<file path="src/sv/lidar_point_filter_macros.svh">
// Assertion macros for the filter RTL.
`ifndef LIDAR_POINT_FILTER_MACROS_SVH
`define LIDAR_POINT_FILTER_MACROS_SVH

`ifndef ASSERT_OFF
`define LPF_ASSERT(lbl, prop) \
  lbl: assert property (@(posedge clk) disable iff (rst) prop) \
    else $error("lidar_point_filter: assertion failed");
`define LPF_ASSERT_NEXT(lbl, ante, cons) \
  `LPF_ASSERT(lbl, (ante) |=> (cons))
`else
`define LPF_ASSERT(lbl, prop)
`define LPF_ASSERT_NEXT(lbl, ante, cons)
`endif

`endif

</file>
<file path="src/sv/lpf_pkg.sv">
package lpf_pkg;

  localparam int CNT_W = 48;
  localparam int OUT_W = 48;
  localparam int RNG_W = 20;
  localparam int SQ_W  = 2 * RNG_W;

  typedef logic [CNT_W-1:0] count_t;
  typedef logic [2:0]       reason_t;
  typedef logic [2:0]       cfg_index_t;

  localparam count_t CNT_MAX = '1;

  localparam reason_t RSN_KEPT   = 3'd0;
  localparam reason_t RSN_NO_RET = 3'd1;
  localparam reason_t RSN_TAG    = 3'd2;
  localparam reason_t RSN_REFL   = 3'd3;
  localparam reason_t RSN_RANGE  = 3'd4;

  localparam cfg_index_t CFG_ZERO_DROP    = 3'd0;
  localparam cfg_index_t CFG_TAG_MASK     = 3'd1;
  localparam cfg_index_t CFG_REFL_MIN     = 3'd2;
  localparam cfg_index_t CFG_MIN_RANGE_MM = 3'd3;
  localparam cfg_index_t CFG_MAX_RANGE_MM = 3'd4;

  typedef struct packed {
    logic            zero_drop;
    logic [7:0]      tag_mask;
    logic [7:0]      refl_min;
    logic [SQ_W-1:0] min_range_sq;
    logic [SQ_W-1:0] max_range_sq;
  } cfg_t;

  typedef struct packed {
    logic    valid;
    reason_t reason;
  } verdict_t;

endpackage

</file>
<file path="src/sv/lpf_cfg.sv">
module lpf_cfg (
  input  logic                        clk,
  input  logic                        rst,
  input  logic                        cfg_we,
  input  lpf_pkg::cfg_index_t         cfg_index,
  input  logic [lpf_pkg::RNG_W-1:0]   cfg_wdata,
  output lpf_pkg::cfg_t               cfg
);

  logic [lpf_pkg::SQ_W-1:0] wdata_sq;

  assign wdata_sq = lpf_pkg::SQ_W'(cfg_wdata) * lpf_pkg::SQ_W'(cfg_wdata);

  always_ff @(posedge clk) begin
    if (rst) begin
      cfg <= '0;
    end else if (cfg_we) begin
      unique case (cfg_index)
        lpf_pkg::CFG_ZERO_DROP:    cfg.zero_drop    <= cfg_wdata[0];
        lpf_pkg::CFG_TAG_MASK:     cfg.tag_mask     <= cfg_wdata[7:0];
        lpf_pkg::CFG_REFL_MIN:     cfg.refl_min     <= cfg_wdata[7:0];
        lpf_pkg::CFG_MIN_RANGE_MM: cfg.min_range_sq <= wdata_sq;
        lpf_pkg::CFG_MAX_RANGE_MM: cfg.max_range_sq <= wdata_sq;
        default: ;
      endcase
    end
  end

endmodule

</file>
<file path="config.mk">
export PLATFORM = sky130hd
export DESIGN_NAME = lpf_cfg
export DESIGN_NICKNAME = d
export VERILOG_FILES = /design/src/sv/lidar_point_filter_macros.svh /design/src/sv/lpf_pkg.sv /design/src/sv/lpf_cfg.sv
export SDC_FILE = /design/constraint.sdc
export NUM_CORES = 1
export LEC_CHECK = 0
export ABC_AREA = 1
export BUFFER_PORTS_ARGS = -buffer_cell sky130_fd_sc_hd__clkbuf_2
export CAP_MARGIN = 20
export CORE_MARGIN = 2
export CORE_UTILIZATION = 40
export CTS_BUF_LIST = sky130_fd_sc_hd__clkbuf_2
export CTS_CLUSTER_DIAMETER = 120
export DETAILED_ROUTE_END_ITERATION = 12
export GPL_ROUTABILITY_DRIVEN = 0
export SLEW_MARGIN = 5
export SYNTH_ARGS = -nofsm -noshare
export SYNTH_HDL_FRONTEND = slang
export SYNTH_SLANG_ARGS = --single-unit
</file>
<file path="constraint.sdc">
create_clock -name clk -period 7.7 [get_ports clk]
set_clock_uncertainty 0.15 [all_clocks]
set_input_delay 0.77 -clock clk [delete_from_list [all_inputs] [get_ports clk]]
set_output_delay 0.77 -clock clk [all_outputs]
set_load 0.02 [all_outputs]
</file>
Yosys cells after proc, flatten, opt, wreduce, memory -nomap -nowiden

Index checks and enable logic that the tools add are counted.

Register bits: 97

Equal/unequal tests: 4
Reductions and logical operators: 6
Multiply operators: 1

Operators by type and width:

| kind                 | count |
|---|---|
| $mul A20 B20 Y40     | 1 |
| $reduce_and A2 Y1    | 5 |
| $eq A3 B2 Y1 const B | 2 |
| $eq A3 B1 Y1 const B | 1 |
| $eq A3 B3 Y1 const B | 1 |
| $logic_not A3 Y1     | 1 |

Depth between registers and ports, before layout

Gate-level depths: netlist (run 1).

Word-level depth: 2
Mapped depth: 30
Gate-level depth less buffers: 28

Worst setup path before layout (run 1)

OpenSTA, ideal clock, no wires.

Path kind: input to register
Start: in cfg_wdata[4] (netlist bit)
End: reg cfg[69] (netlist bit)
Buffers on the path: 2
Slack: 1.093 ns
Arrival time: 6.349 ns
Stages on the path: 27
Path through: clkbuf_1 clkbuf_1 nand2_1 fa_1 inv_1 fa_1 inv_1 fa_1 inv_1 fa_1 fa_1 fa_1 inv_1 fa_1 inv_1 ha_1 nand2_1 nor2_2 inv_2 nor2_2 nand3b_1 nand3_2 nand2_2 nand3_1 nand3_1 nand2_1 inv_1

Cells in the longest elaborated chain, start to end: 1

RTL lines:

| what               | line          | text |
|---|---|---|
| start: declaration | lpf_cfg.sv:6  | `input logic [lpf_pkg::RNG_W-1:0] cfg_wdata,` |
| $mul A20 B20 Y40   | lpf_cfg.sv:12 | `assign wdata_sq = lpf_pkg::SQ_W'(cfg_wdata) * lpf_pkg::SQ_W'(cfg_wdata);` |
| end: declaration   | lpf_cfg.sv:7  | `output lpf_pkg::cfg_t cfg` |

No other way between the ends.
A chain may end at the register's enable or synchronous reset.

Final worst setup path (run 1)

Start: in cfg_wdata[7] (netlist bit)
End: reg cfg[79] (netlist bit)

Same word-level chain as after synthesis.

==> metrics.md, run 1 <==
| Metric | Value |
|---|---|
| Most frequent cells in the layout | `inv_1 (593), nand2_1 (448), fa_1 (279), nor2_1 (152), ha_1 (151)` |
| DRC violations left | `0` |
| Post-Layout Cell Count | `2713` |
| GRT Total Usage | `20.6%` |
| Floorplan row count | `73` |
| Top Registers | `cfg (95)` |
| Worst-case reg-to-reg path depth | `4` |
| Nets | `2639` |
| CTS tree | `yes` |
| Min-Delay Endpoint | `cfg[2]` |
| Largest net degree at the start of global routing | `64` |
| Drt via density | `4.74` |
| Post-cts gate resize count | `0` |
| PnR worst setup slack | `1150 ps` |
| CTS root buf | `clkbuf_2` |
| Vias in the first global route | `14000` |
| Synth Cell Area | `0.0161 mm²` |
| Clock sink total | `95` |
| Syn_area_per_cell | `7.63 µm²` |
| Share of post-route cells with drive strength above 1 | `8.82%` |
| First-pass GRT wire length | `68.4 mm` |
| Diodes inserted | `0` |
| Setup tns final | `0 ps` |
| Antenna violations before repair | `0` |
| ANT nets after route | `0` |
| Slew of the pin with the lowest slew margin | `910 ps` |
| Hold WS | `335 ps` |
| Drt first-iter violations | `755` |
| Hpwl dp | `33.2 mm` |
| Seq/Total Area, Yosys | `11.8%` |
| Setup Buffers After CTS | `0` |
| Pins Over Slew Limit | `0` |
| Die height | `204 µm` |
| Tmin final | `6550 ps` |
| GRT overflow | `0` |
| RSZ-0062 raised after global routing | `false` |
| Synth-to-Final Area Change | `7.53%` |
| Worst setup EP type | `flip-flop` |
| Final Hold Fails | `0` |
| DR vias | `12900` |
| Top reg by flops | `cfg` |
| Chip width | `204 µm` |
| Pre-CTS WS | `567 ps` |
| Num CTS Buffers | `9` |
| Die area | `0.0418 mm²` |
| Setup CP Type | `in -> reg` |
| Clock Latency Late Sink | `610 ps` |
| Most common cell after layout, fill and taps aside | `inv_1` |
| Register bit total from synthesis | `95` |
| Core area | `0.0396 mm²` |
| Routed wire length | `39.9 mm` |
| Critical R2R Capture | `cfg[34]` |
| Worst hold start | `cfg[2]` |
| Yosys cell types | `35` |
| Htree depth | `3` |
| Clk slew on worst S/H paths | `280 ps` |
| CTS Hold Bufs | `0` |
| FMAX | `153 MHz` |
| Worst setup SP type | `input pin` |
| Crit path max fanout | `23` |
| Clock Tree Buf Depth | `2` |
| WP data required | `8070 ps` |
| Max FFs per register | `95` |
| Relative slew margins | `39.3%` |
| Pre-antenna DRT Iters | `5` |
| Worst r2r src | `cfg[34]` |
| Final Cycle Share | `85.0%` |
| Status | `complete, no violations` |
| Max cap viols | `0` |
| Starting density of the core | `40.5%` |
| Synthesized instance count | `2104` |
| R2R Setup Slk | `6720 ps` |
| Inst Count DP | `2697` |
| CP Data Arrival Time | `6920 ps` |
| Worst hold path type | `reg -> reg` |
| Routed wire length per instance | `14.7 µm` |
| # IOs | `123` |
| Setup-failing EPs final | `0` |
| Hold path depth | `2` |
| Yosys Warn Count | `0` |
| Port-buffer cells | `120` |
layout make-up:
class | count | area [µm²]
multi-input combinational | 1342 | 11600
clock buffer | 9 | 45.0
sequential | 95 | 1900
clock inverter | 7 | 72.6
tap | 525 | 657
inverter | 600 | 2250
timing repair buffer | 135 | 713
fill | 4098 | 22400
synth_stat cells:
library cell,count,area share (%)
a21o_1,1,0.047
nor3_1,9,0.28
nor3_2,1,0.062
nand3_2,5,0.31
o21ai_2,1,0.055
inv_2,7,0.16
nand2_1,448,10
a21oi_1,50,1.6
o21ai_1,11,0.34
ha_1,151,12
and2_4,1,0.055
nand3_1,67,2.1
buf_1,15,0.35
or2_2,3,0.12
conb_1,1,0.023
xor2_1,24,1.3
o21bai_1,17,0.79
o21a_1,21,0.98
buf_2,12,0.37
nand3b_1,7,0.33
o21ai_0,52,1.6
nor2_2,7,0.27
nor2_4,2,0.14
clkbuf_1,38,0.89
nor2_1,152,3.6
nand2_2,13,0.51
inv_1,593,14
buf_4,3,0.14
dfxtp_1,95,12
xnor2_1,9,0.49
fa_1,279,35
a21oi_2,3,0.16
o211ai_1,4,0.19
nand4_1,1,0.039
a311oi_1,1,0.055
logic make-up after synthesis:
logic type,count (synthesis),share of synthesized area (%)
AND/OR/NAND/NOR,716,18.2
buffers and inverters,668,15.8
adder cells (fa/ha/maj),430,46.5
AO/OA/AOI/OAI,161,5.80
flip-flops,95,11.8
XOR/XNOR,33,1.80
other,1,0.0233
critical path: stages:
cell and delay [ps]:
clkbuf_2 520, nand2_1 250, fa_1 570, fa_1 530
fa_1 550, inv_1 60, fa_1 550, fa_1 440
fa_1 500, inv_1 50, fa_1 490, inv_1 40
ha_1 350, nand2_1 130, nor2_1 240, nand2_1 130
nor2_1 110, nand2_1 80, nand3_2 150, nand2_2 70
nand3_1 100, nand3_1 80, nand2_1 90, inv_1 40
worst max path at each step:
stage / start / to / slack, ps / cells past startpoint
floorplan: cfg_wdata[4] / cfg[69] / 1090 / 27
global placement: cfg_wdata[4] / cfg[31] / 640 / 26
detailed placement: cfg_wdata[7] / cfg[36] / 570 / 24
CTS: cfg_wdata[7] / cfg[79] / 1290 / 24
global route: cfg_wdata[7] / cfg[39] / 730 / 24
finish: cfg_wdata[7] / cfg[79] / 1150 / 24
routing by layer:
metal  vias up  wire length (µm)  GRT usage [%]
li1       6250                 -              -
met3        58              1510           2.44
met5         -                 0              0
met2       259             21100           39.2
met1      6283             16300           24.5
met4         0               906           4.94
through the flow:
step                area (µm²)  utilization, %
finish                   17300            43.6
global route             17300            43.6
CTS                      17300            43.6
detailed placement       17200            43.3
global placement         17200            43.3
floorplan                16100               -
Power of run 1 is not shown: default switching activity piles up to over one toggle a cycle in this logic, so the estimate is an artifact.
==> run 2, diff against run 1 <==
--- a/config.mk
+++ b/config.mk
@@ -12,3 +12,3 @@
 export CORE_UTILIZATION = 40
-export CTS_BUF_LIST = sky130_fd_sc_hd__clkbuf_2
+export CTS_BUF_LIST = sky130_fd_sc_hd__clkbuf_8
 export CTS_CLUSTER_DIAMETER = 120
--- a/constraint.sdc
+++ b/constraint.sdc
@@ -4,2 +4,2 @@
 set_output_delay 0.77 -clock clk [all_outputs]
-set_load 0.02 [all_outputs]
+set_load 0.01 [all_outputs]
==> metrics.md, run 2 (synthesis results as in run 1) <==
| Metric | Value |
|---|---|
| Status | `complete, no violations` |
| GRT Total Usage | `20.6%` |
| Setup CP Type | `in -> reg` |
| Nets | `2639` |
| DRC violations left | `0` |
| Htree depth | `3` |
| Routed wire length | `39.9 mm` |
| Drt first-iter violations | `767` |
| Core area | `0.0396 mm²` |
| RSZ-0062 raised after global routing | `false` |
| Setup tns final | `0 ps` |
| CP Data Arrival Time | `6950 ps` |
| DR vias | `12800` |
| Worst setup EP type | `flip-flop` |
| Final Cycle Share | `88.3%` |
| Post-cts gate resize count | `0` |
| Setup-failing EPs final | `0` |
| CTS tree | `yes` |
| Pre-CTS WS | `567 ps` |
| CTS Hold Bufs | `0` |
| Worst r2r src | `cfg[47]` |
| Slowest Stage Delay on Critical Path | `570 ps` |
| Critical path's slowest cell | `fa_1` |
| Share of post-route cells with drive strength above 1 | `8.87%` |
| Pins Over Slew Limit | `0` |
| Clock Tree Buf Depth | `2` |
| Vias in the first global route | `14000` |
| Die height | `204 µm` |
| Chip width | `204 µm` |
| WP data required | `7860 ps` |
| Most common cell after layout, fill and taps aside | `inv_1` |
| PnR worst setup slack | `904 ps` |
| Worst setup SP type | `input pin` |
| # IOs | `123` |
| First-pass GRT wire length | `68.5 mm` |
| CTS root buf | `clkbuf_8` |
| Port-buffer cells | `120` |
| Critical path, cell by cell | `clkbuf_2 -> nand2_1 -> fa_1 -> fa_1 -> fa_1 -> inv_1 -> fa_1 -> fa_1 -> fa_1 -> inv_1 -> fa_1 -> inv_1 -> ha_1 -> nand2_1 -> nor2_1 -> inv_1 -> nor3_1 -> nand2_1 -> nand2_2 -> nand2_1 -> nand3_1 -> nand3_1 -> nand2_1 -> inv_1` |
| Clock Latency Late Sink | `390 ps` |
| Post-Layout Cell Count | `2713` |
| Final Hold Fails | `0` |
| Max cap viols | `0` |
| Inst Count DP | `2697` |
| Crit path max fanout | `23` |
| Worst Setup SP | `cfg_wdata[7]` |
| Sequential cell area | `0.00190 mm²` |
| Diodes inserted | `0` |
| Final-layout fill cell count | `4083` |
| Largest net degree at the start of global routing | `64` |
| Worst hold start | `cfg[2]` |
| Starting density of the core | `40.5%` |
| Slew of the pin with the lowest slew margin | `911 ps` |
| Pre-antenna DRT Iters | `5` |
| Drt via density | `4.73` |
| Die area | `0.0418 mm²` |
| Clock sink total | `95` |
| Synth-to-Final Area Change | `8.09%` |
| Crit-path most repeated cell | `fa_1` |
| ANT nets after route | `0` |
| Top reg by flops | `cfg` |
| Tmin final | `6800 ps` |
| Most frequent cells in the layout | `inv_1 (593), nand2_1 (448), fa_1 (279), nor2_1 (152), ha_1 (151)` |
| FMAX | `147 MHz` |
| Floorplan row count | `73` |
| GRT overflow | `0` |
| Routed wire length per instance | `14.7 µm` |
| Num CTS Buffers | `9` |
| Relative slew margins | `39.3%` |
| Hpwl dp | `33.2 mm` |
| Area occupied by multi-input gates | `0.0116 mm²` |
| Max FFs per register | `95` |
| Clk slew on worst S/H paths | `110 ps` |
| Setup Buffers After CTS | `0` |
| Top Registers | `cfg (95)` |
| Worst hold path type | `reg -> reg` |
| Antenna violations before repair | `0` |
## run 2: cell count changes in the layout (fill, tap and decap cells not counted), sizes merged
cell,before,now
clkbuf,129,130
clkinv,4,3
## run 2: worst paths after layout
kind | slack [ps] | cells after the start | endpoint
max | 900 | 24 | cfg[36]
min | 320 | 2 | cfg[2]
max reg2reg | 6750 | 3 | cfg[47]
min reg2reg | 320 | 2 | cfg[2]
## run 2: through the flow
stage          cell area [µm²]  util (%)  hold WS (ps)
3_3_place_gp             17200      43.3           302
4_1_cts                  17400      43.8           322
2_1_floorplan            16100         -           340
3_5_place_dp             17200      43.3           306
5_1_grt                  17400      43.8           346
6_report                 17400      43.8           321
## run 2: final cells by class
class | instances | share of cell area [%]
multi-input cells | 1342 | 67.0
inverters | 600 | 13.0
flip-flops and latches | 95 | 11.0
repair buffers | 135 | 4.11
well taps | 525 | 3.78
clock buffers | 10 | 0.793
clock inverters | 6 | 0.396
## run 2: routing by layer
| layer | global-route usage (%) | share of wire, % | vias up |
|---|---|---|---|
| li1 | - | - | 6240 |
| met1 | 24.5 | 41 | 6278 |
| met2 | 39.2 | 53 | 259 |
| met3 | 2.44 | 4.0 | 60 |
| met4 | 5.10 | 2.3 | 0 |
| met5 | 0 | 0 | - |
## run 2: critical path, delay by kind of cell
family	cells	cell delay, ps
simple gates	10	1360
fa+ha+maj	8	3980
buf+inv	6	830
Power of run 2 is left out for the same reason.
==> run 3, diff against run 2 <==
Settings changed: ABC_AREA 1 to unset.
==> metrics.md, run 3 <==
| Metric | Value |
|---|---|
| GRT overflow | `0` |
| Pins Over Slew Limit | `0` |
| Synth Cell Area | `0.0152 mm²` |
| Synth area leader | `fa_1` |
| Clock Latency Late Sink | `380 ps` |
| Chip width | `199 µm` |
| DRC violations left | `0` |
| Ys flop type | `dfxtp_1` |
| Seq/Total Area, Yosys | `12.5%` |
| Most frequent cell after synthesis | `inv_1` |
| Largest net degree at the start of global routing | `100` |
| Clock sink total | `95` |
| WP data required | `7840 ps` |
| Worst setup SP type | `input pin` |
| GRT Total Usage | `21.6%` |
| Top Registers | `cfg (95)` |
| Num CTS Buffers | `9` |
| Hold path depth | `2` |
| Worst-case reg-to-reg path depth | `2` |
| DR vias | `11800` |
| Yosys Warn Count | `0` |
| CP Data Arrival Time | `7400 ps` |
| Crit-path most repeated cell | `fa_1` |
| Drt via density | `5.06` |
| Drt first-iter violations | `650` |
| Slowest Stage Delay on Critical Path | `550 ps` |
| Status | `complete, no violations` |
| Clock Tree Buf Depth | `2` |
| R2R Setup Slk | `6650 ps` |
| Nets | `2273` |
| Worst hold start | `cfg[12]` |
| Setup tns final | `0 ps` |
| Final Hold Fails | `0` |
| Synth-to-Final Area Change | `9.60%` |
| Worst hold path type | `reg -> reg` |
| Register bit total from synthesis | `95` |
| Starting density of the core | `40.5%` |
| Critical path, cell by cell | `clkbuf_2 -> inv_1 -> nor2_1 -> fa_1 -> inv_1 -> fa_1 -> fa_1 -> inv_1 -> fa_1 -> fa_1 -> fa_1 -> inv_1 -> fa_1 -> inv_1 -> ha_1 -> nand2_1 -> o211ai_1 -> a31oi_1 -> nor3_1 -> a31oi_1 -> buf_4 -> o21ai_1 -> nor4_1 -> a211o_1` |
| Port-buffer cells | `120` |
| RSZ-0062 raised after global routing | `false` |
| Min-Delay Endpoint | `cfg[12]` |
| Floorplan row count | `71` |
| Top cell family by delay on the critical path | `adder cells` |
| Post-synth ARST share | `0%` |
| Antenna violations before repair | `0` |
| First-pass GRT wire length | `66.1 mm` |
| Crit path max fanout | `13` |
| Setup CP Type | `in -> reg` |
| Worst setup EP type | `flip-flop` |
| Max cap viols | `0` |
| Die area | `0.0395 mm²` |
| Slew of the pin with the lowest slew margin | `1060 ps` |
| Synth cell count leaders | `inv_1 (351), fa_1 (279), nand2_1 (258), ha_1 (151), a21oi_1 (102)` |
| Crit path buf inv count | `7` |
| Final Cycle Share | `94.3%` |
| Vias in the first global route | `12600` |
| Worst r2r src | `cfg[78]` |
| Inst Count DP | `2317` |
| Die height | `199 µm` |
| CTS root buf | `clkbuf_8` |
| Diodes inserted | `0` |
| ANT nets after route | `0` |
| FMAX | `138 MHz` |
| # IOs | `123` |
| Share of post-route cells with drive strength above 1 | `11.0%` |
| Yosys top cell area share | `36.8%` |
| Syn_area_per_cell | `8.77 µm²` |
| Tmin final | `7260 ps` |
| Top reg by flops | `cfg` |
| Pre-antenna DRT Iters | `5` |
| Clk slew on worst S/H paths | `100 ps` |
| Critical path's slowest cell | `fa_1` |
| CTS Hold Bufs | `0` |
| Htree depth | `3` |
| Number of enable flip-flop cells after synthesis | `0` |
| Post-cts gate resize count | `0` |
| Final-layout fill cell count | `3790` |
| Hpwl dp | `33.0 mm` |
| Setup Buffers After CTS | `0` |
| Yosys cell types | `68` |
| Routed wire length per instance | `17.0 µm` |
| Max FFs per register | `95` |
| Post-Layout Cell Count | `2333` |
| Synthesized instance count | `1729` |
| Setup-failing EPs final | `0` |
| Routed wire length | `39.8 mm` |
| Relative slew margins | `29.3%` |
| Critical R2R Capture | `cfg[78]` |
| Core area | `0.0375 mm²` |
| CTS tree | `yes` |
| Most frequent cells in the layout | `inv_1 (351), fa_1 (279), nand2_1 (258), ha_1 (151), clkbuf_2 (119)` |
| Top area cells in the synthesized netlist | `fa_1 (37%), dfxtp_1 (13%), ha_1 (12%)` |
| Most common cell after layout, fill and taps aside | `inv_1` |
[run 3: layout make-up]
| class | count | area (µm²) | area share, % |
|---|---|---|---|
| Timing Repair Buffer | 164 | 933 | 5.61 |
| Tap cell | 511 | 639 | 3.85 |
| Inverter | 351 | 1320 | 7.93 |
| Clock inverter | 7 | 105 | 0.632 |
| Multi-Input combinational cell | 1196 | 11600 | 69.8 |
| Sequential cell | 95 | 1900 | 11.4 |
| Clock buffer | 9 | 124 | 0.745 |
[run 3: kinds of logic (layout without fill, tap and decap cells)]
family          Yosys count  after routing  synth area share, %
simple gates            502            502                 15.3
flops                    95             95                 12.5
other cells               1              2               0.0247
compound gates          204            204                 8.30
buf+inv                 439            531                 11.1
mux                      12             12                0.800
xor+xnor                 44             44                 2.54
fa+ha+maj               432            432                 49.4
[run 3: how the worst max path moves through the flow]
stage / endpoint / from / slack [ps] / cells after the start
detailed placement: cfg[38] / cfg_wdata[6] / 90 / 24
CTS: cfg[38] / cfg_wdata[6] / 510 / 24
floorplan: cfg[37] / cfg_wdata[15] / 520 / 23
global placement: cfg[72] / cfg_wdata[6] / 200 / 24
global route: cfg[74] / cfg_wdata[6] / 60 / 22
finish: cfg[38] / cfg_wdata[6] / 440 / 24
[run 3: metrics by stage]
stage	hold slack (ps)	util [%]	area [µm²]	setup WS (ps)
2_1_floorplan	331	-	15200	524
3_3_place_gp	295	43.7	16400	196
3_5_place_dp	297	43.7	16400	88.6
4_1_cts	310	44.3	16600	508
5_1_grt	327	44.3	16600	59.0
6_report	309	44.3	16600	438
[run 3: worst register-to-register path, stage by stage, from the launching register on]
cell	delay [ps]
dfxtp_1	330
a32o_1	220
a211o_1	250
[run 3: layer usage]
layer | share of wire [%] | vias to the layer above | global-route usage [%]
met5 | 0 | - | 0
met4 | 2.0 | 0 | 5.00
met3 | 3.5 | 52 | 2.09
met2 | 52 | 256 | 39.4
met1 | 42 | 5961 | 27.4
li1 | - | 5540 | -
Power of run 3 is left out for the same reason.
