==> config.mk <==
export PLATFORM = sky130hd
export DESIGN_NAME = lpf_stats_flat
export DESIGN_NICKNAME = d
export VERILOG_FILES = /design/src/sv/lpf_pkg.sv /design/src/sv/lpf_if.sv /design/src/sv/lpf_stats.sv /design/src/flat_wrapper.sv
export VERILOG_INCLUDE_DIRS = /design/src /design/src/sv
export SDC_FILE = /design/constraint.sdc
export NUM_CORES = 1
export LEC_CHECK = 0
export BUFFER_PORTS_ARGS = -buffer_cell sky130_fd_sc_hd__buf_2
export CAP_MARGIN = 30
export CORE_ASPECT_RATIO = 1.4
export CORE_MARGIN = 4
export CORE_UTILIZATION = 40
export DETAILED_ROUTE_END_ITERATION = 16
export GPL_TIMING_DRIVEN = 0
export PLACE_DENSITY = 0.7
export SYNTH_ARGS = -nofsm -noshare
export SYNTH_HDL_FRONTEND = slang
export SYNTH_SLANG_ARGS = --single-unit
==> constraint.sdc <==
create_clock -name clk -period 2.4 [get_ports clk]
set_input_delay 0.36 -clock clk [delete_from_list [all_inputs] [get_ports clk]]
set_output_delay 0.36 -clock clk [all_outputs]
set_load 0.02 [all_outputs]
==> src/sv/lidar_point_filter_macros.svh <==
// Assertion macros for the filter RTL.
`ifndef LIDAR_POINT_FILTER_MACROS_SVH
`define LIDAR_POINT_FILTER_MACROS_SVH

`ifndef ASSERT_OFF
`define LPF_ASSERT(lbl, prop) \
  lbl: assert property (@(posedge clk) disable iff (rst) prop) \
    else $error("lidar_point_filter: assertion failed");
`define LPF_ASSERT_NEXT(lbl, ante, cons) \
  `LPF_ASSERT(lbl, (ante) |=> (cons))
`else
`define LPF_ASSERT(lbl, prop)
`define LPF_ASSERT_NEXT(lbl, ante, cons)
`endif

`endif

==> src/sv/lpf_pkg.sv <==
package lpf_pkg;

  localparam int CNT_W = 48;
  localparam int OUT_W = 48;
  localparam int RNG_W = 20;
  localparam int SQ_W  = 2 * RNG_W;

  typedef logic [CNT_W-1:0] count_t;
  typedef logic [2:0]       reason_t;
  typedef logic [2:0]       cfg_index_t;

  localparam count_t CNT_MAX = '1;

  localparam reason_t RSN_KEPT   = 3'd0;
  localparam reason_t RSN_NO_RET = 3'd1;
  localparam reason_t RSN_TAG    = 3'd2;
  localparam reason_t RSN_REFL   = 3'd3;
  localparam reason_t RSN_RANGE  = 3'd4;

  localparam cfg_index_t CFG_ZERO_DROP    = 3'd0;
  localparam cfg_index_t CFG_TAG_MASK     = 3'd1;
  localparam cfg_index_t CFG_REFL_MIN     = 3'd2;
  localparam cfg_index_t CFG_MIN_RANGE_MM = 3'd3;
  localparam cfg_index_t CFG_MAX_RANGE_MM = 3'd4;

  typedef struct packed {
    logic            zero_drop;
    logic [7:0]      tag_mask;
    logic [7:0]      refl_min;
    logic [SQ_W-1:0] min_range_sq;
    logic [SQ_W-1:0] max_range_sq;
  } cfg_t;

  typedef struct packed {
    logic    valid;
    reason_t reason;
  } verdict_t;

endpackage

==> src/sv/lpf_if.sv <==


interface lpf_res_if;
  logic                      valid;
  logic                      ready;
  logic                      keep;
  logic [2:0]                reason;
  logic [lpf_pkg::OUT_W-1:0] count_seen;
  logic [lpf_pkg::OUT_W-1:0] count_kept;
  logic [lpf_pkg::OUT_W-1:0] count_no_return;
  logic [lpf_pkg::OUT_W-1:0] count_tag;
  logic [lpf_pkg::OUT_W-1:0] count_reflect;
  logic [lpf_pkg::OUT_W-1:0] count_range;

  modport source(output valid, keep, reason, count_seen, count_kept,
                 count_no_return, count_tag, count_reflect, count_range,
                 input ready);
  modport sink(input valid, keep, reason, count_seen, count_kept,
               count_no_return, count_tag, count_reflect, count_range,
               output ready);
endinterface

==> src/sv/lpf_stats.sv <==
`include "lidar_point_filter_macros.svh"

module lpf_stats (
  input  logic                clk,
  input  logic                rst,
  input  lpf_pkg::verdict_t   verdict,
  output logic                take,
  lpf_res_if.source           res_out
);

  logic              out_valid;
  lpf_pkg::reason_t  reason_q;
  lpf_pkg::count_t   seen, kept, no_ret, tag, refl, range_cnt;
  logic              load;

  function automatic lpf_pkg::count_t sat_inc(input lpf_pkg::count_t c);
    return (c == lpf_pkg::CNT_MAX) ? c : c + 1'b1;
  endfunction

  assign take = !out_valid || res_out.ready;
  assign load = take && verdict.valid;

  always_ff @(posedge clk) begin
    if (rst) begin
      out_valid <= 1'b0;
      seen      <= '0;
      kept      <= '0;
      no_ret    <= '0;
      tag       <= '0;
      refl      <= '0;
      range_cnt <= '0;
    end else if (take) begin
      out_valid <= verdict.valid;
      if (verdict.valid) begin
        seen <= sat_inc(seen);
        unique case (verdict.reason)
          lpf_pkg::RSN_KEPT:   kept   <= sat_inc(kept);
          lpf_pkg::RSN_NO_RET: no_ret <= sat_inc(no_ret);
          lpf_pkg::RSN_TAG:    tag    <= sat_inc(tag);
          lpf_pkg::RSN_REFL:   refl   <= sat_inc(refl);
          default:             range_cnt <= sat_inc(range_cnt);
        endcase
      end
    end
  end

  always_ff @(posedge clk) begin
    if (load) begin
      reason_q <= verdict.reason;
    end
  end

  assign res_out.valid           = out_valid;
  assign res_out.keep            = (reason_q == lpf_pkg::RSN_KEPT);
  assign res_out.reason          = reason_q;
  assign res_out.count_seen      = lpf_pkg::OUT_W'(seen);
  assign res_out.count_kept      = lpf_pkg::OUT_W'(kept);
  assign res_out.count_no_return = lpf_pkg::OUT_W'(no_ret);
  assign res_out.count_tag       = lpf_pkg::OUT_W'(tag);
  assign res_out.count_reflect   = lpf_pkg::OUT_W'(refl);
  assign res_out.count_range     = lpf_pkg::OUT_W'(range_cnt);

  `LPF_ASSERT_NEXT(a_seen_step,
                   load && seen != lpf_pkg::CNT_MAX,
                   seen == $past(seen) + 1'b1)
  `LPF_ASSERT_NEXT(a_idle_hold, !load, $stable(seen) && $stable(kept) && $stable(range_cnt))
  `LPF_ASSERT_NEXT(a_kept_step,
                   load && verdict.reason == lpf_pkg::RSN_KEPT && kept != lpf_pkg::CNT_MAX,
                   kept == $past(kept) + 1'b1 && $stable(range_cnt))

endmodule

==> src/flat_wrapper.sv <==
// flat-port wrapper written by rule: the top's interface ports become plain ports
module lpf_stats_flat 
  (clk, rst, verdict, take, res_out_valid, res_out_keep, res_out_reason, res_out_count_seen, res_out_count_kept, res_out_count_no_return, res_out_count_tag, res_out_count_reflect, res_out_count_range, res_out_ready);
  lpf_res_if res_out_i ();
  input  logic clk;
  input  logic rst;
  input  lpf_pkg::verdict_t verdict;
  output logic take;
  output wire logic [$bits(res_out_i.valid)-1:0] res_out_valid;
  output wire logic [$bits(res_out_i.keep)-1:0] res_out_keep;
  output wire logic [$bits(res_out_i.reason)-1:0] res_out_reason;
  output wire logic [$bits(res_out_i.count_seen)-1:0] res_out_count_seen;
  output wire logic [$bits(res_out_i.count_kept)-1:0] res_out_count_kept;
  output wire logic [$bits(res_out_i.count_no_return)-1:0] res_out_count_no_return;
  output wire logic [$bits(res_out_i.count_tag)-1:0] res_out_count_tag;
  output wire logic [$bits(res_out_i.count_reflect)-1:0] res_out_count_reflect;
  output wire logic [$bits(res_out_i.count_range)-1:0] res_out_count_range;
  input wire logic [$bits(res_out_i.ready)-1:0] res_out_ready;
  assign res_out_valid = res_out_i.valid;
  assign res_out_keep = res_out_i.keep;
  assign res_out_reason = res_out_i.reason;
  assign res_out_count_seen = res_out_i.count_seen;
  assign res_out_count_kept = res_out_i.count_kept;
  assign res_out_count_no_return = res_out_i.count_no_return;
  assign res_out_count_tag = res_out_i.count_tag;
  assign res_out_count_reflect = res_out_i.count_reflect;
  assign res_out_count_range = res_out_i.count_range;
  assign res_out_i.ready = res_out_ready;
  lpf_stats u_core (.clk(clk), .rst(rst), .verdict(verdict), .take(take), .res_out(res_out_i));
endmodule
-- Yosys cells after proc, flatten, opt, wreduce, memory -nomap -nowiden
Index checks and enable logic that the tools add are counted.
- register bits after elaboration: 292
- input port bits: 7
- output and inout bits: 294
- word-level logic and storage cells: 42
- add/sub/neg operators: 6
- equal/unequal tests: 9
- bitwise gates (word level): 7
- reductions and logical operators: 12
- operators by type and width (operator ; count):
    adder 48 x 1 -> 48 bit (second input constant) ; 6
    equality test 48 bit (second input constant) ; 6
    AND reduction 4 bit ; 5
    inverter 1 bit ; 7
    equality test 3 x 2 -> 1 bit (second input constant) ; 2
    logical NOT 3 bit ; 2
    OR reduction 4 bit ; 1
    equality test 3 x 1 -> 1 bit (second input constant) ; 1
    AND reduction 3 bit ; 1
    logical AND 1 bit ; 1
    logical NOT 1 bit ; 1
    logical OR 1 bit ; 1

-- Logic depth before layout (Yosys ltp)
Gate-level depths: netlist of the first run.
- depth in word-level cells: 4
- mapped depth: 10
- mapped depth without buffers: 8

-- Least setup slack after synthesis of the first run
No wires, ideal clock.
- path kind: register to register
- start point: register u_core.no_ret[0], in the netlist u_core.res_out.count_no_return[0]
- end point: register u_core.no_ret[44], in the netlist u_core.res_out.count_no_return[44]
- setup time: 121 ps
- arrival: 2258 ps
- required time: 2279 ps
- setup slack: 21 ps
- stages on the path, launching flop included: 8
- buffers on the path: 0
- clock period less this slack: 2379 ps
- cell sequence: dfxtp_1 ha_1 nand3_1 or4_1 nor2_4 nand3_1 nor3_1 mux2_2
- word-level cells in the longest chain between the ends: 3
- elaborated cells between the ends (all ways): 4
- those cells by class: add/sub (1); eq/ne (1); bitwise (1); reduce/logical (1)
- ends and longest elaborated chain (what ; RTL line ; text):
    start, declared ; lpf_stats.sv:13 ; lpf_pkg::count_t seen, kept, no_ret, tag, refl, range_cnt;
    start signal, assigned ; lpf_stats.sv:38 ; lpf_pkg::RSN_NO_RET: no_ret <= sat_inc(no_ret);
    branches (longest 3 deep; another with adder 48 x 1 -> 48 bit) ; -- ;
Several ways; the timed one is not identified.
A chain may end at the register's enable or synchronous reset.

-- Worst setup path after layout of the first run
- start point: register u_core.kept[7], in the netlist u_core.res_out.count_kept[7]
- end point: register u_core.kept[37], in the netlist u_core.res_out.count_kept[37]
- word-level cells in the longest chain between the ends: 3
- elaborated cells between the ends (all ways): 4
- those cells by class: add/sub (1); eq/ne (1); bitwise (1); reduce/logical (1)
- ends and longest elaborated chain (what ; RTL line ; text):
    start, declared ; lpf_stats.sv:13 ;
    start signal, assigned ; lpf_stats.sv:37 ; lpf_pkg::RSN_KEPT: kept <= sat_inc(kept);
    branches (longest 3 deep; another with adder 48 x 1 -> 48 bit) ; -- ;
Several ways; the timed one is not identified.

==> results of run 1 <==
kinds of logic after synthesis:
family	count (synthesis)
mux	11
xor+xnor	206
simple gates	1005
buf+inv	92
flops	292
compound gates	161
fa+ha+maj	6
cells in the final DEF, fill, tap and decap left out, types with 6 or more instances in the layout:
cell type                   instances
sky130_fd_sc_hd__and3_1            57
sky130_fd_sc_hd__or3_1             45
sky130_fd_sc_hd__or2_2              6
sky130_fd_sc_hd__nor2b_1           11
sky130_fd_sc_hd__nor3_2             6
sky130_fd_sc_hd__nor4_4            16
sky130_fd_sc_hd__dfxtp_1          266
sky130_fd_sc_hd__mux2_2             8
sky130_fd_sc_hd__and4_1            33
sky130_fd_sc_hd__nor4_1            27
sky130_fd_sc_hd__a21oi_1           66
sky130_fd_sc_hd__nor4_2            16
sky130_fd_sc_hd__and2_1            18
sky130_fd_sc_hd__a211oi_1          10
sky130_fd_sc_hd__buf_2            312
sky130_fd_sc_hd__clkbuf_2           6
sky130_fd_sc_hd__clkbuf_1          50
sky130_fd_sc_hd__xnor2_1           95
sky130_fd_sc_hd__nand3_1          133
sky130_fd_sc_hd__nand4_1          113
sky130_fd_sc_hd__xor2_1           111
sky130_fd_sc_hd__nor2_1           263
sky130_fd_sc_hd__o31ai_1           20
sky130_fd_sc_hd__nand2_1          124
sky130_fd_sc_hd__clkbuf_16         32
sky130_fd_sc_hd__nor3_4             7
sky130_fd_sc_hd__buf_4             55
sky130_fd_sc_hd__nor3_1            57
sky130_fd_sc_hd__inv_1             21
sky130_fd_sc_hd__or4_1             23
sky130_fd_sc_hd__dfxtp_2           22
sky130_fd_sc_hd__o21ai_0           43
sky130_fd_sc_hd__nand2b_1           7
worst paths after layout:
check	from	endpoint	slack [ns]	cells past startpoint
max	u_core.res_out.count_kept[7]$_SDFFE_PP0P_	u_core.res_out.count_kept[37]$_SDFFE_PP0P_	0.08	7
min	verdict[1]	u_core.res_out.reason[1]$_DFFE_PP_	0.06	1
max reg2reg	u_core.res_out.count_kept[7]$_SDFFE_PP0P_	u_core.res_out.count_kept[37]$_SDFFE_PP0P_	0.08	7
min reg2reg	u_core.res_out.count_range[9]$_SDFFE_PP0P_	u_core.res_out.count_range[9]$_SDFFE_PP0P_	0.50	2
metal layers:
layer	GRT usage [%]	share of wire (%)
met1	26.2	39
met2	39.9	50
met3	5.09	7.8
met4	9.09	3.7
met5	0	0.023
metrics by stage:
step | worst slack [ns] | instances | hold slack, ns | util, %
final | 0.0816 | 2636 | 0.0563 | 51.8
after global routing | -0.0495 | 2636 | 0.0221 | 51.8
after CTS | -0.0164 | 2604 | 0.0202 | 50.1
after detailed placement | -0.709 | 2536 | 0.486 | 46.4
after global placement | -0.670 | 2535 | 0.477 | 46.4
after floorplan | 0.0211 | 1773 | 0.459 | -
critical path: cells and delay by family, from the launching register on:
family / cells / cell delay (ns)
flops: 1 / 0.42
compound gates: 1 / 0.14
buf+inv: 1 / 0.23
simple gates: 5 / 1.44
power by group:
part / internal (mW) / switching [mW] / total (mW)
clock network: 2.73 / 1.98 / 4.71
registers: 4.87 / 0.0152 / 4.88
logic: 0.0596 / 0.207 / 0.267
total: 7.66 / 2.20 / 9.86
sequential cells by signal, summed over array words and instances, names as in the netlist:
| register | flops |
|---|---|
| u_core.res_out.count_kept | 48 |
| u_core.res_out.count_no_return | 48 |
| u_core.res_out.reason | 3 |
| u_core.res_out.count_tag | 48 |
| u_core.res_out.count_range | 48 |
| u_core.res_out.count_reflect | 48 |
| u_core.res_out.count_seen | 48 |
| u_core.res_out.valid | 1 |
timing repair:
action	CTS	global route
endpoints found under the hold margin	1	0
resized for setup	43	97
setup endpoints to repair	197	204
buffers inserted	14	34
pin swaps	11	24
hold buffers	1	0
cell type report:
class                   instances  area, µm²  area share [%]
plain buffers                  67        319            1.72
repair buffers                350       1880            10.1
well taps                     462        578            3.11
flip-flops and latches        292       5910            31.8
clock buffers                  46        883            4.75
clock inverters                 7       85.1           0.457
multi-input cells            1389       8860            47.6
inverters                      23       91.3           0.491
==> reports/qor.yml, run 1 <==
grt_use_total_pct: 22.5
start_util_pct: 40.6
netlist_top_cells_area: "sky130_fd_sc_hd__dfxtp_1 (40%), sky130_fd_sc_hd__nor2_1 (6.8%), sky130_fd_sc_hd__xor2_1 (6.7%)"
finalInstanceArea_um2: 18600
longest_clk_path_bufs: 3
global_route_wire_length_before_repair_um: 73500
highest_attainable_clock_frequency_ghz: 0.431
post-route-drc-count: 0
status: "completed"
num-nets-final: 2167
fp.dieArea_um2: 39600
grt_remaining_overflow: 0
routed-via-count: 15100
final.min_clock_period_ns: 2.32
slew_headroom_pct: 46.9
level_count_of_the_clock_h_tree: 1
cp_cell_sequence: "and4_1 > nand4_1 > buf_4 > nor3_4 > nand3_1 > or3_1 > a21oi_1"
power-per-cell-area_nw_per_um2: 530
place_hpwl_um: 35500
report.final.setup_viol: 0
path_max_fanout: 6
synth_flop_cell: "sky130_fd_sc_hd__dfxtp_1"
synth-simple-area-share_pct: 36.6
period_share_pct: 96.6
synth.largest_area_cell: "sky130_fd_sc_hd__dfxtp_1"
synth_seq_area_share_pct: 40.3
synth_fa_ha_area_share_pct: 0.515
n_antenna_cell: 0
cts_made_buffers: 31
final_max_slew_viol_count: 0
ys.warnings.count: 0
crit_path_max_incr_delay_ns: 0.42
worstMarginPinSlew_ns: 0.796
dr.first_iter.drc_count: 852
grt_pass1_vias: 13800
cts.root.buffer_cell: "sky130_fd_sc_hd__clkbuf_16"
detail-route-antenna-nets: 0
dieWidth_um: 169
yosys.area_share.xor_xnor_pct: 12.4
netlist_area_before_placement_um2: 14600
worstSetupEndpointType: "flop"
syn_inst: 1773
post-synth-top-area-fraction_pct: 39.7
unrepaired_setup_endpoints_after_global_routing: "yes"
netlist_top_cells_count: "sky130_fd_sc_hd__dfxtp_1 (289), sky130_fd_sc_hd__nor2_1 (265), sky130_fd_sc_hd__nand3_1 (138)"
timing.hold.worst.class: "in -> reg"
clock_skew_ns: 0.0112
dpl_cell_area_um2: 16700
clock_tree_from_tritoncts: "built"
final_hold_viol_count: 0
syn_area_per_cell_um2: 8.23
numClockSinks: 292
worst_skew_pair.late_latency_ns: 0.58
die_height_um: 234
nFillCells: 3415
core_area_um2: 35900
combinational_family_with_the_most_area_after_synthesis: "simple AND/OR/NAND/NOR gates"
drt-total-wl_um: 48500
gpl.final_weighted_congestion: 0.927
vdd_drop_max_v: 0.000442
synth_enable_flop_cells: 3
area.growth.synth_to_final_pct: 27.5
syn_nets: 1786
totalNegativeSetupSlack_ns: 0
cp_data_required_time_ns: 2.90
ffs_w_async_s_r_synth_pct: 0
timing_worst_setup_path_type: "reg -> reg"
power.leakage_nw: 7.29
slowest_library_cell_on_the_worst_path: "sky130_fd_sc_hd__dfxtp_1"
arrival_ns: 2.82
avgRoutedWirePerCell_um: 18.4
boundaryPins: 301
io_buffer_count: 300
ys_seq_elements: 292
placementRows: 82
post_synth_num_cell_types: 65
yosysMostFrequentCell: "sky130_fd_sc_hd__dfxtp_1"
clkSlewWorstSetupHoldPaths_ns: 0.07
total_power_mw: 9.86
post_synth_mux_area_share_pct: 0.823
dr.pass1.iters: 5
critical_path_start_type: "flop"
grt_start_max_net_pins: 15
drive_above_1_share_pct: 25.0
antenna_found_initial: 1
post_drt_via_cell_ratio: 5.72
synth-compound-area-share_pct: 6.81
max_cap_violations: 0
Note: power is estimated with default switching activity, not from simulation.
==> run 2, diff against run 1 <==
GPL_TIMING_DRIVEN = unset   (was 0)
PLACE_DENSITY = 0.67   (was 0.7)
clock period = 2.6 ns   (was 2.4 ns; I/O delays follow)
==> run 2 against run 1 <==
  * Clock power up 6.4%
  * Maximum frequency down 1.4%
  * Global-route usage down 1.0 points
  * Final cell count down 1.3%
  * Die area unchanged
  * Critical path depth down 1
  * First-iteration DRC count up 8.0%
  * Combinational power down 22%
  * Worst hold slack better by 0.11 ns
  * Sequential cell count unchanged
  * Sequential share of layout area up 0.55 points
==> reports/qor.yml, run 2 (synthesis gave the netlist of run 1 again) <==
io_buffer_count: 300  # unchanged
clock_tree_from_tritoncts: "built"
final.min_clock_period_ns: 2.35  # +0.0326 ns
crit_path_max_incr_delay_ns: 0.66  # +0.24 ns
antenna_found_initial: 0  # -1
power.leakage_nw: 7.01  # -3.9%
routed-via-count: 14400  # -4.6%
layout.cells.most_common: "sky130_fd_sc_hd__buf_2"
cp_cell_sequence: "nand4_1 > or4_1 > nor2_4 > nand3_1 > nor3_1 > mux2_2"
worst_skew_pair.late_latency_ns: 0.59  # about the same
power_switching_share_pct: 21.9  # -0.47 points
finalInstanceArea_um2: 18200  # -2.2%
highest_attainable_clock_frequency_ghz: 0.425  # -1.4%
dpl_cell_area_um2: 17000  # +2.0%
critical_path.reg2reg.endpoint: "u_core.res_out.count_no_return[44]$_SDFFE_PP0P_"
final_max_slew_viol_count: 0  # unchanged
combinationalPowerShare_pct: 2.1  # -0.6 points
reg2reg_setup_slack_ns: 0.25  # +0.17 ns
worstSetupEndpointType: "flop"
grt_remaining_overflow: 0  # unchanged
grt_start_max_net_pins: 156  # +141
max_cap_violations: 0  # unchanged
crit-reg2reg-launch: "u_core.res_out.count_no_return[8]$_SDFFE_PP0P_"
placementRows: 82  # unchanged
switching_power_mw: 2.13  # -3.4%
worst_path_dominant_cell_family: "simple AND/OR/NAND/NOR gates"
n_antenna_cell: 0  # unchanged
cts_made_buffers: 31  # unchanged
critical_path_start_type: "flop"
final_hold_viol_count: 0  # unchanged
place_hpwl_um: 32700  # -7.8%
cell_internal_pwr_mw: 7.60  # -0.74%
post_cts.repair.setup_buffers: 0  # -14
vdd_drop_max_v: 0.000522  # +18%
post-route-drc-count: 0  # unchanged
worstRegToRegCells: 6  # -1
post_drt_via_cell_ratio: 5.53  # -3.4%
longest_clk_path_bufs: 3  # unchanged
arrival_ns: 2.82  # about the same
totalNegativeSetupSlack_ns: 0  # unchanged
cts.root.buffer_cell: "sky130_fd_sc_hd__clkbuf_16"
slowest_library_cell_on_the_worst_path: "sky130_fd_sc_hd__or4_1"
grt_use_total_pct: 21.5  # -1.0 points
unrepaired_setup_endpoints_after_global_routing: "no"
report.final.setup_viol: 0  # unchanged
fp.dieArea_um2: 39600  # unchanged
global_route_wire_length_before_repair_um: 71000  # -3.4%
area.growth.synth_to_final_pct: 24.7
dr.first_iter.drc_count: 920  # +8.0%
final_cell_mix: "sky130_fd_sc_hd__buf_2 (299), sky130_fd_sc_hd__dfxtp_1 (289), sky130_fd_sc_hd__nor2_1 (265)"
dieWidth_um: 169  # unchanged
die_height_um: 234  # unchanged
drive_above_1_share_pct: 22.5  # -2.5 points
avgRoutedWirePerCell_um: 17.2  # -6.4%
dr.pass1.iters: 5  # unchanged
drt-total-wl_um: 44800  # -7.6%
clkSlewWorstSetupHoldPaths_ns: 0.06  # about the same
clockPowerShare_pct: 51.6  # +3.8 points
holdCritStartpoint: "verdict[3]"
timing_worst_setup_path_type: "reg -> reg"
timing.hold.worst_endpoint: "u_core.res_out.valid$_SDFFE_PP0N_"
grt_pass1_vias: 13600  # -1.6%
clock_skew_ns: 0.0240  # +0.0129 ns
level_count_of_the_clock_h_tree: 1  # unchanged
boundaryPins: 301  # unchanged
seqPwrFrac_pct: 46.3  # -3.2 points
power-per-cell-area_nw_per_um2: 535  # +0.91%
detail-route-antenna-nets: 0  # unchanged
core_area_um2: 35900  # unchanged
path_max_fanout: 5  # -1
worstMarginPinSlew_ns: 0.969  # +0.173 ns
start_util_pct: 40.6  # unchanged
cp_data_required_time_ns: 3.07  # +0.17 ns
whs_path_depth: 3  # +2
timing.hold.worst.class: "in -> reg"
period_share_pct: 90.4  # -6.2 points
gpl.final_weighted_congestion: 0.896  # -3.4%
worst-path-stages: 6  # -1
numClockSinks: 292  # unchanged
num-nets-final: 2128  # -1.8%
slew_headroom_pct: 35.4  # -12 points
critPathBufInv: 0  # -1
status: "completed"
[run 2: area by class of cell]
cell class	count	area [µm²]
Timing Repair Buffer	378	2140
Sequential cell	292	5880
Clock buffer	40	870
Tap cell	462	578
Multi-Input combinational cell	1389	8350
Inverter	23	86.3
Fill cell	3519	17700
Clock inverter	18	287
[run 2: stage by stage]
stage          hold slack, ns  power, mW  worst slack, ns  util [%]  instances
6_report                0.167       9.73            0.249      50.6       2602
5_1_grt                 0.175       10.0           0.0406      50.6       2602
3_5_place_dp            0.486       4.81            0.100      47.4       2543
2_1_floorplan           0.489       4.73            0.221         -       1773
4_1_cts                 0.138       9.84            0.117      50.6       2602
3_3_place_gp            0.474       4.81            0.140      47.4       2543
[run 2: power by group through the flow]
stage | clock network [mW] | logic (mW) | registers [mW]
after global routing | 5.30 | 0.228 | 4.50
final | 5.01 | 0.207 | 4.50
after detailed placement | 0 | 0.209 | 4.61
after CTS | 5.13 | 0.212 | 4.50
after floorplan | 0 | 0.116 | 4.62
after global placement | 0 | 0.208 | 4.60
[run 2: worst min-delay path: cells and delay by family]
family | cells | cell delay [ns]
simple gates | 2 | 0.15
buf+inv | 1 | 0.16
[run 2: timing repair]
item,in CTS,in global routing
hold endpoints to repair,1,0
resized for setup,0,2
hold buffers,1,0
setup endpoints to repair,0,7
[run 2: how the worst max path moves through the flow]
stage | slack [ns] | startpoint | end
floorplan | 0.22 | u_core.res_out.count_no_return[0]$_SDFFE_PP0P_ | u_core.res_out.count_no_return[44]$_SDFFE_PP0P_
global placement | 0.14 | verdict[2] | u_core.res_out.count_range[43]$_SDFFE_PP0P_
detailed placement | 0.1 | verdict[2] | u_core.res_out.count_range[43]$_SDFFE_PP0P_
CTS | 0.12 | u_core.res_out.count_tag[21]$_SDFFE_PP0P_ | u_core.res_out.count_tag[12]$_SDFFE_PP0P_
global route | 0.04 | u_core.res_out.count_range[0]$_SDFFE_PP0P_ | u_core.res_out.count_range[24]$_SDFFE_PP0P_
finish | 0.25 | u_core.res_out.count_no_return[8]$_SDFFE_PP0P_ | u_core.res_out.count_no_return[44]$_SDFFE_PP0P_
[run 2: layer usage]
layer  routed length (µm)  vias up  global-route usage [%]
li1                     -     7070                       -
met3                 2920       89                    4.72
met4                 1610        0                    8.18
met5                    0        -                       0
met2                22400      388                    38.0
met1                17800     6832                    25.3
